**config.mk**
```make
export PLATFORM = sky130hd
export DESIGN_NAME = sensor_auto_ranging_unit
export DESIGN_NICKNAME = d
export VERILOG_FILES = /design/src/hdl/sar_pkg.sv /design/src/hdl/sar_cfg_regs.sv /design/src/hdl/sar_range_ctrl.sv /design/src/hdl/sar_scaler.sv /design/src/hdl/sensor_auto_ranging_unit.sv
export SDC_FILE = /design/constraint.sdc
export NUM_CORES = 1
export LEC_CHECK = 0
export BUFFER_PORTS_ARGS = -buffer_cell sky130_fd_sc_hd__buf_4
export CAP_MARGIN = 20
export CELL_PAD_IN_SITES_DETAIL_PLACEMENT = 1
export CELL_PAD_IN_SITES_GLOBAL_PLACEMENT = 2
export CORE_ASPECT_RATIO = 1.4
export CORE_MARGIN = 10
export CORE_UTILIZATION = 32
export CTS_BUF_LIST = sky130_fd_sc_hd__clkbuf_4 sky130_fd_sc_hd__clkbuf_8
export DETAILED_ROUTE_END_ITERATION = 7
export PLACE_DENSITY_LB_ADDON = 0.2
export SLEW_MARGIN = 20
export SYNTH_ARGS = -nofsm -noshare
export SYNTH_HDL_FRONTEND = slang
export SYNTH_SLANG_ARGS = --single-unit
export TNS_END_PERCENT = 50
```
**constraint.sdc**
```tcl
create_clock -name aclk -period 12.9 [get_ports aclk]
set_input_delay 2.58 -clock aclk [delete_from_list [all_inputs] [get_ports aclk]]
set_output_delay 2.58 -clock aclk [all_outputs]
set_load 0.02 [all_outputs]
```
**src/hdl/sar_pkg.sv**
```systemverilog
`timescale 1ns / 1ps
`default_nettype none
// ----------------------------------------------------------------------------
// Sensor auto-ranging package
// Shared types, register indexes and constants of the auto-ranging unit.
// ----------------------------------------------------------------------------
package sar_pkg;

    // Default width of one raw converter channel.
    localparam int RAW_BITS_DEF = 16;

    // Configuration register indexes.
    localparam logic [1:0] REG_START_TINT   = 2'd0;
    localparam logic [1:0] REG_MAX_TINT     = 2'd1;
    localparam logic [1:0] REG_FULL_TINT    = 2'd2;
    localparam logic [1:0] REG_MAX_ATTEMPTS = 2'd3;

    // Register reset values.
    localparam logic [3:0] START_TINT_RESET   = 4'd8;
    localparam logic [3:0] MAX_TINT_RESET     = 4'd9;
    localparam logic [3:0] FULL_TINT_RESET    = 4'd10;
    localparam logic [3:0] MAX_ATTEMPTS_RESET = 4'd4;

    // Ranging constants.
    localparam logic [4:0] TINT_BASE    = 5'd10;
    localparam logic [4:0] TINT_STEP    = 5'd2;
    localparam logic [3:0] ATTEMPTS_CAP = 4'd8;
    localparam logic [1:0] GAIN_MAX     = 2'd3;
    localparam int         TINT_MAX     = 15;
    localparam int         GAIN_TOP     = 3;
    localparam int         MAX_LSHIFT   = TINT_MAX + 2 * GAIN_TOP;

    // Per-channel scale factors.
    localparam logic [6:0] FACTOR_X = 7'd33;
    localparam logic [6:0] FACTOR_Y = 7'd32;
    localparam logic [6:0] FACTOR_Z = 7'd69;

    // Scaled value width and the result bus width.
    localparam int SCALED_W  = 31;
    localparam int M_TDATA_W = 104;

    // Configuration register set.
    typedef struct packed {
        logic [3:0] start_tint;
        logic [3:0] max_tint;
        logic [3:0] full_tint;
        logic [3:0] max_attempts;
    } cfg_t;

    // Ranging decision for the reading in the input register.
    typedef struct packed {
        logic       done;
        logic       mid;
        logic [3:0] next_tint;
        logic [1:0] next_gain;
        logic [3:0] tint;
        logic [1:0] gain;
    } rng_dec_t;

endpackage
`default_nettype wire

```
**src/hdl/sar_cfg_regs.sv**
```systemverilog
`timescale 1ns / 1ps
`default_nettype none
// ----------------------------------------------------------------------------
// Sensor auto-ranging configuration registers
// Holds the four ranging registers, written by index over the write channel.
// ----------------------------------------------------------------------------
module sar_cfg_regs (
    input  wire logic          aclk,
    input  wire logic          aresetn,
    input  wire logic          cfg_valid,
    output logic               cfg_ready,
    input  wire logic [1:0]    cfg_addr,
    input  wire logic [3:0]    cfg_wdata,
    output sar_pkg::cfg_t      cfg
);
    import sar_pkg::*;

    cfg_t cfg_reg;

    // Writes are always accepted; cfg_ready is tied high.
    assign cfg_ready = 1'b1;
    assign cfg       = cfg_reg;

    // Register file update on a write transaction.
    always_ff @(posedge aclk) begin
        if (!aresetn) begin
            cfg_reg.start_tint   <= START_TINT_RESET;
            cfg_reg.max_tint     <= MAX_TINT_RESET;
            cfg_reg.full_tint    <= FULL_TINT_RESET;
            cfg_reg.max_attempts <= MAX_ATTEMPTS_RESET;
        end else if (cfg_valid && cfg_ready) begin
            case (cfg_addr)
                REG_START_TINT:   cfg_reg.start_tint   <= cfg_wdata;
                REG_MAX_TINT:     cfg_reg.max_tint     <= cfg_wdata;
                REG_FULL_TINT:    cfg_reg.full_tint    <= cfg_wdata;
                REG_MAX_ATTEMPTS: cfg_reg.max_attempts <= cfg_wdata;
                default: ;
            endcase
        end
    end

endmodule
`default_nettype wire

```
**src/hdl/sar_range_ctrl.sv**
```systemverilog
`timescale 1ns / 1ps
`default_nettype none
// ----------------------------------------------------------------------------
// Sensor auto-ranging control
// Classifies a reading against the current full scale and steps the
// integration time, gain and attempt count.
// ----------------------------------------------------------------------------
module sar_range_ctrl #(
    parameter int RAW_BITS = sar_pkg::RAW_BITS_DEF
) (
    input  wire logic                aclk,
    input  wire logic                aresetn,
    input  wire sar_pkg::cfg_t       cfg,
    input  wire logic [RAW_BITS-1:0] raw_x,
    input  wire logic [RAW_BITS-1:0] raw_y,
    input  wire logic [RAW_BITS-1:0] raw_z,
    input  wire logic                advance,
    output sar_pkg::rng_dec_t        dec
);
    import sar_pkg::*;

    logic [3:0]          tint_reg;
    logic [1:0]          gain_reg;
    logic [2:0]          attempt_reg;
    logic [4:0]          fs_exp;
    logic [RAW_BITS-1:0] full_scale;
    logic [RAW_BITS-1:0] eighth;
    logic [RAW_BITS-1:0] top;
    logic                low;
    logic                high;
    logic                mid;
    logic [3:0]          limit;
    logic [3:0]          taken;
    logic                done;
    logic [4:0]          tint_up;
    logic [3:0]          nt;
    logic [1:0]          ng;

    // Full scale is a run of ones, capped by the raw channel width.
    assign fs_exp = {1'b0, tint_reg} + TINT_BASE;
    always_comb begin
        for (int i = 0; i < RAW_BITS; i++) begin
            full_scale[i] = (i < int'(fs_exp));
        end
    end

    assign eighth = full_scale >> 3;
    assign top    = full_scale - eighth;

    // Band classification.
    assign low  = (raw_x < eighth) && (raw_y < eighth) && (raw_z < eighth);
    assign high = !low && ((raw_x >= top) || (raw_y >= top) || (raw_z >= top));
    assign mid  = !low && !high;

    // Attempt limit, clamped to one through eight.
    always_comb begin
        if (cfg.max_attempts == 4'd0) begin
            limit = 4'd1;
        end else if (cfg.max_attempts > ATTEMPTS_CAP) begin
            limit = ATTEMPTS_CAP;
        end else begin
            limit = cfg.max_attempts;
        end
    end

    assign taken = {1'b0, attempt_reg} + 4'd1;
    assign done  = mid || (taken >= limit);

    // Next settings for a reading that asks for another attempt.
    assign tint_up = {1'b0, tint_reg} + TINT_STEP;
    always_comb begin
        nt = tint_reg;
        ng = gain_reg;
        if (low) begin
            if (tint_up > {1'b0, cfg.max_tint}) begin
                nt = cfg.max_tint;
            end else begin
                nt = tint_up[3:0];
            end
        end else if (high) begin
            if (gain_reg != GAIN_MAX) begin
                ng = gain_reg + 2'd1;
            end
        end
    end

    // Decision handed to the result stage.
    always_comb begin
        dec.done      = done;
        dec.mid       = mid;
        dec.next_tint = done ? cfg.start_tint : nt;
        dec.next_gain = done ? 2'd0 : ng;
        dec.tint      = tint_reg;
        dec.gain      = gain_reg;
    end

    // Ranging state moves on as each reading passes to the result register.
    always_ff @(posedge aclk) begin
        if (!aresetn) begin
            tint_reg    <= START_TINT_RESET;
            gain_reg    <= 2'd0;
            attempt_reg <= 3'd0;
        end else if (advance) begin
            if (done) begin
                tint_reg    <= cfg.start_tint;
                gain_reg    <= 2'd0;
                attempt_reg <= 3'd0;
            end else begin
                tint_reg    <= nt;
                gain_reg    <= ng;
                attempt_reg <= taken[2:0];
            end
        end
    end

endmodule
`default_nettype wire

```
**src/hdl/sar_scaler.sv**
```systemverilog
`timescale 1ns / 1ps
`default_nettype none
// ----------------------------------------------------------------------------
// Sensor auto-ranging scaler
// Shifts each channel by the exposure and gain difference, applies the
// channel factor and saturates to 31 bits.
// ----------------------------------------------------------------------------
module sar_scaler #(
    parameter int RAW_BITS = sar_pkg::RAW_BITS_DEF
) (
    input  wire logic [RAW_BITS-1:0]          raw_x,
    input  wire logic [RAW_BITS-1:0]          raw_y,
    input  wire logic [RAW_BITS-1:0]          raw_z,
    input  wire logic [3:0]                   tint,
    input  wire logic [1:0]                   gain,
    input  wire logic [3:0]                   full_tint,
    input  wire logic                         done,
    output logic [sar_pkg::SCALED_W-1:0]      scaled_x,
    output logic [sar_pkg::SCALED_W-1:0]      scaled_y,
    output logic [sar_pkg::SCALED_W-1:0]      scaled_z
);
    import sar_pkg::*;

    // The shifted value is held wide enough to detect overflow past 31 bits.
    localparam int WIDE_W = (RAW_BITS + MAX_LSHIFT > SCALED_W + 1) ?
                            RAW_BITS + MAX_LSHIFT : SCALED_W + 1;
    localparam int PROD_W = SCALED_W + 7;

    logic signed [6:0] shift;
    logic [6:0]        shift_neg;
    logic [4:0]        lsh;
    logic [3:0]        rsh;

    // Signed total shift: reference tint minus tint plus twice the gain.
    assign shift     = $signed({3'b000, full_tint}) - $signed({3'b000, tint})
                     + $signed({4'b0000, gain, 1'b0});
    assign shift_neg = -shift;
    assign lsh       = shift[4:0];
    assign rsh       = shift_neg[3:0];

    // One channel: shift, multiply by its factor, saturate.
    function automatic logic [SCALED_W-1:0] scale_one(
        input logic [RAW_BITS-1:0] raw,
        input logic [6:0]          factor,
        input logic                right,
        input logic [4:0]          lamt,
        input logic [3:0]          ramt
    );
        logic [WIDE_W-1:0] wide;
        logic              over;
        logic [PROD_W-1:0] prod;
        if (right) begin
            wide = WIDE_W'(raw >> ramt);
        end else begin
            wide = WIDE_W'(raw) << lamt;
        end
        over = |wide[WIDE_W-1:SCALED_W];
        prod = PROD_W'(wide[SCALED_W-1:0]) * PROD_W'(factor);
        if (over || (|prod[PROD_W-1:SCALED_W])) begin
            scale_one = {SCALED_W{1'b1}};
        end else begin
            scale_one = prod[SCALED_W-1:0];
        end
    endfunction

    // Scaled values are only reported for a finished reading.
    always_comb begin
        if (done) begin
            scaled_x = scale_one(raw_x, FACTOR_X, shift[6], lsh, rsh);
            scaled_y = scale_one(raw_y, FACTOR_Y, shift[6], lsh, rsh);
            scaled_z = scale_one(raw_z, FACTOR_Z, shift[6], lsh, rsh);
        end else begin
            scaled_x = '0;
            scaled_y = '0;
            scaled_z = '0;
        end
    end

endmodule
`default_nettype wire

```
**src/hdl/sensor_auto_ranging_unit.sv**
```systemverilog
`timescale 1ns / 1ps
`default_nettype none
// An accepted reading passes through the input register and then the result register to the master side.
// One reading per cycle is taken while the result register is free or draining; a master-side stall holds both.
// Ranging state advances as each reading moves into the result register.
// Reset (aresetn low, synchronous) empties both registers, restores the
// configuration defaults and returns to tint 8, gain 0, no attempts taken.
// ----------------------------------------------------------------------------
// Sensor auto-ranging unit
// Top level: input register, ranging control, scaler and result register.
// ----------------------------------------------------------------------------
module sensor_auto_ranging_unit #(
    parameter int  RAW_BITS  = sar_pkg::RAW_BITS_DEF,
    localparam int S_TDATA_W = ((3 * RAW_BITS + 7) / 8) * 8
) (
    input  wire logic                          aclk,
    input  wire logic                          aresetn,
    // Slave side: raw_x, raw_y, raw_z from the lowest bit up.
    input  wire logic                          s_tvalid,
    output logic                               s_tready,
    input  wire logic [S_TDATA_W-1:0]          s_tdata,
    // Master side tdata: next_tint, next_gain, scaled_x, scaled_y, scaled_z.
    output logic                               m_tvalid,
    input  wire logic                          m_tready,
    output logic [sar_pkg::M_TDATA_W-1:0]      m_tdata,
    // Master side tuser: done_res, in_range from the lowest bit up.
    output logic [1:0]                         m_tuser,
    // Configuration write channel.
    input  wire logic                          cfg_valid,
    output logic                               cfg_ready,
    input  wire logic [1:0]                    cfg_addr,
    input  wire logic [3:0]                    cfg_wdata
);
    import sar_pkg::*;

    localparam int DATA_USED = 6 + 3 * SCALED_W;

    cfg_t                cfg;
    rng_dec_t            dec;
    logic                in_vld_reg;
    logic [RAW_BITS-1:0] raw_x_reg;
    logic [RAW_BITS-1:0] raw_y_reg;
    logic [RAW_BITS-1:0] raw_z_reg;
    logic                advance;
    logic [SCALED_W-1:0] scaled_x;
    logic [SCALED_W-1:0] scaled_y;
    logic [SCALED_W-1:0] scaled_z;
    logic                out_vld_reg;
    logic                done_reg;
    logic                in_range_reg;
    logic [3:0]          next_tint_reg;
    logic [1:0]          next_gain_reg;
    logic [SCALED_W-1:0] scaled_x_reg;
    logic [SCALED_W-1:0] scaled_y_reg;
    logic [SCALED_W-1:0] scaled_z_reg;

    sar_cfg_regs u_cfg (
        .aclk      (aclk),
        .aresetn   (aresetn),
        .cfg_valid (cfg_valid),
        .cfg_ready (cfg_ready),
        .cfg_addr  (cfg_addr),
        .cfg_wdata (cfg_wdata),
        .cfg       (cfg)
    );

    // The input register moves on when the result register is free or draining.
    assign advance  = in_vld_reg && (!out_vld_reg || m_tready);
    assign s_tready = !in_vld_reg || advance;

    // Input register.
    always_ff @(posedge aclk) begin
        if (!aresetn) begin
            in_vld_reg <= 1'b0;
        end else if (s_tready) begin
            in_vld_reg <= s_tvalid;
        end
    end

    always_ff @(posedge aclk) begin
        if (s_tvalid && s_tready) begin
            raw_x_reg <= s_tdata[RAW_BITS-1:0];
            raw_y_reg <= s_tdata[2*RAW_BITS-1:RAW_BITS];
            raw_z_reg <= s_tdata[3*RAW_BITS-1:2*RAW_BITS];
        end
    end

    sar_range_ctrl #(
        .RAW_BITS (RAW_BITS)
    ) u_ctrl (
        .aclk    (aclk),
        .aresetn (aresetn),
        .cfg     (cfg),
        .raw_x   (raw_x_reg),
        .raw_y   (raw_y_reg),
        .raw_z   (raw_z_reg),
        .advance (advance),
        .dec     (dec)
    );

    sar_scaler #(
        .RAW_BITS (RAW_BITS)
    ) u_scale (
        .raw_x     (raw_x_reg),
        .raw_y     (raw_y_reg),
        .raw_z     (raw_z_reg),
        .tint      (dec.tint),
        .gain      (dec.gain),
        .full_tint (cfg.full_tint),
        .done      (dec.done),
        .scaled_x  (scaled_x),
        .scaled_y  (scaled_y),
        .scaled_z  (scaled_z)
    );

    // Result register valid flag.
    always_ff @(posedge aclk) begin
        if (!aresetn) begin
            out_vld_reg <= 1'b0;
        end else if (advance) begin
            out_vld_reg <= 1'b1;
        end else if (m_tready) begin
            out_vld_reg <= 1'b0;
        end
    end

    // Result register payload.
    always_ff @(posedge aclk) begin
        if (advance) begin
            done_reg      <= dec.done;
            in_range_reg  <= dec.done && dec.mid;
            next_tint_reg <= dec.next_tint;
            next_gain_reg <= dec.next_gain;
            scaled_x_reg  <= scaled_x;
            scaled_y_reg  <= scaled_y;
            scaled_z_reg  <= scaled_z;
        end
    end

    // Master side packing.
    assign m_tvalid = out_vld_reg;
    assign m_tuser  = {in_range_reg, done_reg};
    assign m_tdata  = {{(M_TDATA_W - DATA_USED){1'b0}}, scaled_z_reg, scaled_y_reg,
                       scaled_x_reg, next_gain_reg, next_tint_reg};

endmodule
`default_nettype wire
```
==> results.md <==
- Primary FF master, synth: edfxtp_1
- WL met1: about 29000 µm
- GPL Wtd Cong: ~0.9
- Post-CTS Resized: 0
- Fraction of final layout cells sized beyond drive strength 1: roughly 15%
- Flop and latch count out of synthesis: around 170
- Post-DRT Antenna Nets: 0
- CTS tree: done
- WP buf/inv: 8
- Via density per instance: between 5 and 6
- Rows: approximately 110
- Final Core Density: between 30% and 40%
- Worst setup SP type: flip-flop
- Layout area overhead: 12.2%
- Hold Crit Class: flip-flop to flip-flop
- DRC viols: 0
- Metal2 WL: about 37000 µm
- DR WL/cell: approximately 24 µm
- HPWL after DPL: between 50000 and 60000 µm
- Final hold violations: 0
- Setup TNS: 0 ps
- Fill cells: 6978
- Setup violators final: 0
- CTS Buf Count: 17
- Die extent in x: between 200 and 250 µm
- FFs w/ async S/R, synth: 0%
- CP top delay family: adder cells
- Slew margin rel.: between 20% and 30%
- Vias in the first global route: 18200
- CP Data Arrival Time: between 9000 and 10000 ps
- Synthesized area per cell: around 9 µm²
- Cell mode on critical path: inv_1
- Crit-path slowest cell: ha_2
- Commonest non-fill, non-tap cell in the layout: ha_1
- VDD IR max: 0.0869 mV
- Core area: 59800 µm²
- Max Root-Sink Buffers: 2
- GRT overflow: 0
- Worst skew pair latency: roughly 540 ps
- Most frequent cells in the layout: ha_1, nand2_1, buf_4
- Total power draw: around 4.9 mW
- RSZ-0062 raised after global routing: no
- LEAKAGE: slightly below 10 nW
- Initial antenna violation count: 1
- Overall Global Routing Usage: roughly a fifth
- Mapped cell area: between 15000 and 20000 µm²
- Initial DRC Count: roughly 770
- Setup CP Type: flip-flop to flip-flop
- Number of port buffers: approximately 160
- Final wirelength: between 70000 and 80000 µm
- CP peak stage delay: ~830 ps
- I/O pins: between 150 and 200
- Die Area: 70800 µm²
- Final critical-path share of the clock period: a little under three quarters
- Initial core utilization: 32.3%
- Max Cap Violations: 0
- Power Density: about 220 nW/µm²
- Status: finished clean
- Final #Nets: 2619
- CP max FO: between 40 and 50
- Worst Skew: 15.3 ps
- CTS Root Cell: clkbuf_8
- # clock sinks: 172
- Clock-pin slew on the worst setup and hold paths: 100 ps
- DR pass1 iterations: 5
- Final Slew Violations: 0
- Syn Inst Count: roughly 2100
- Largest net degree at the start of global routing: 66
- Vias: about 17000
- Transition time of the tightest slew-check pin: ~1100 ps
- Critical path required time: approximately 13000 ps
- Die Span Y: 311 µm
- Number of distinct library cells after synthesis: between 80 and 90
- H-tree depth: 4
- Met3 WL: between 2000 and 2500 µm
- # hold bufs at CTS: 0
- Maximum clock frequency: around 110 MHz
- Ys Warns: 0
- Crit end category: flip-flop
- Number of synthesized flops with an enable pin: roughly 150
- Minimum clock period: a little over 9000 ps
- Setup bufs post-CTS: 0
- First-pass GRT wire length: between 100000 and 150000 µm
- Seq/Total Area, Yosys: 25.3%
- Top Metal Used: met4
## power breakdown
group / internal [mW] / total (mW) / leakage [nW] / switching (mW)
registers: 0.788 / 0.848 / 1.62 / 0.0600
logic: 1.37 / 3.63 / 8.08 / 2.27
clock network: 0.158 / 0.387 / 0.191 / 0.230
## routing by layer
layer	vias up	track usage, %
li1	8127	-
met1	8399	22.2
met2	392	36.4
met3	145	2.72
met4	0	11.3
met5	-	0
## worst paths after layout
path                               startpoint              end  cells past startpoint  slack, ps
worst min-delay path            u_cfg.cfg[15]    u_cfg.cfg[15]                      2        490
worst min register to register  u_cfg.cfg[15]    u_cfg.cfg[15]                      2        490
worst max register to register   u_cfg.cfg[4]  scaled_z_reg[6]                     30       3670
worst max-delay path             u_cfg.cfg[4]  scaled_z_reg[6]                     30       3670
## synthesized netlist by cell type (all sizes together), types with 25 or more instances
master    n  area (µm²)
ha      293        3670
a21oi   209        1120
nand2   209         785
edfxtp  145        4350
inv     145         544
nor2    129         484
o21ai   126         638
mux2i    83         831
buf      60         358
clkbuf   55         206
a21o     47         353
nand3    41         210
xnor2    40         350
nor3     39         195
mux4     37         833
o22ai    35         225
mux2     29         327
fa       28         561
dfxtp    27         541
a31oi    25         156
## layout make-up
class	count	area, µm²	share of cell area (%)
Sequential cell	172	4890	22.6
Clock buffer	18	241	1.11
Clock inverter	14	131	0.605
Multi-Input combinational cell	1709	13400	61.8
Tap cell	810	1010	4.67
Timing Repair Buffer	191	1440	6.64
Inverter	148	558	2.57
Antenna cell	1	2.50	0.0115
## logic make-up after synthesis
| group | Yosys count | synth area share [%] |
|---|---|---|
| AOI/OAI and AO/OA | 628 | 20.7 |
| xor gates and xnor gates | 65 | 3.09 |
| adders and majority gates | 321 | 21.8 |
| buffers and inverters | 263 | 5.79 |
| DFF | 172 | 25.3 |
| muxes | 149 | 10.3 |
| other | 2 | 0.0388 |
| and+or+nand+nor | 540 | 12.9 |
## worst min-delay path, stage by stage, from the launching register on
cell     delay, ps
dfxtp_1        350
mux2i_1         70
nand2_1         60
## through the flow
stage,setup slack [ps],hold WS (ps),area (µm²),instances
2_1_floorplan,4870,442,19400,2144
3_3_place_gp,3710,466,21300,3029
3_5_place_dp,3470,473,21300,3029
4_1_cts,3400,500,21700,3061
5_1_grt,3120,536,21700,3063
6_report,3670,492,21700,3063
Note: power is estimated with default switching activity, not from simulation.
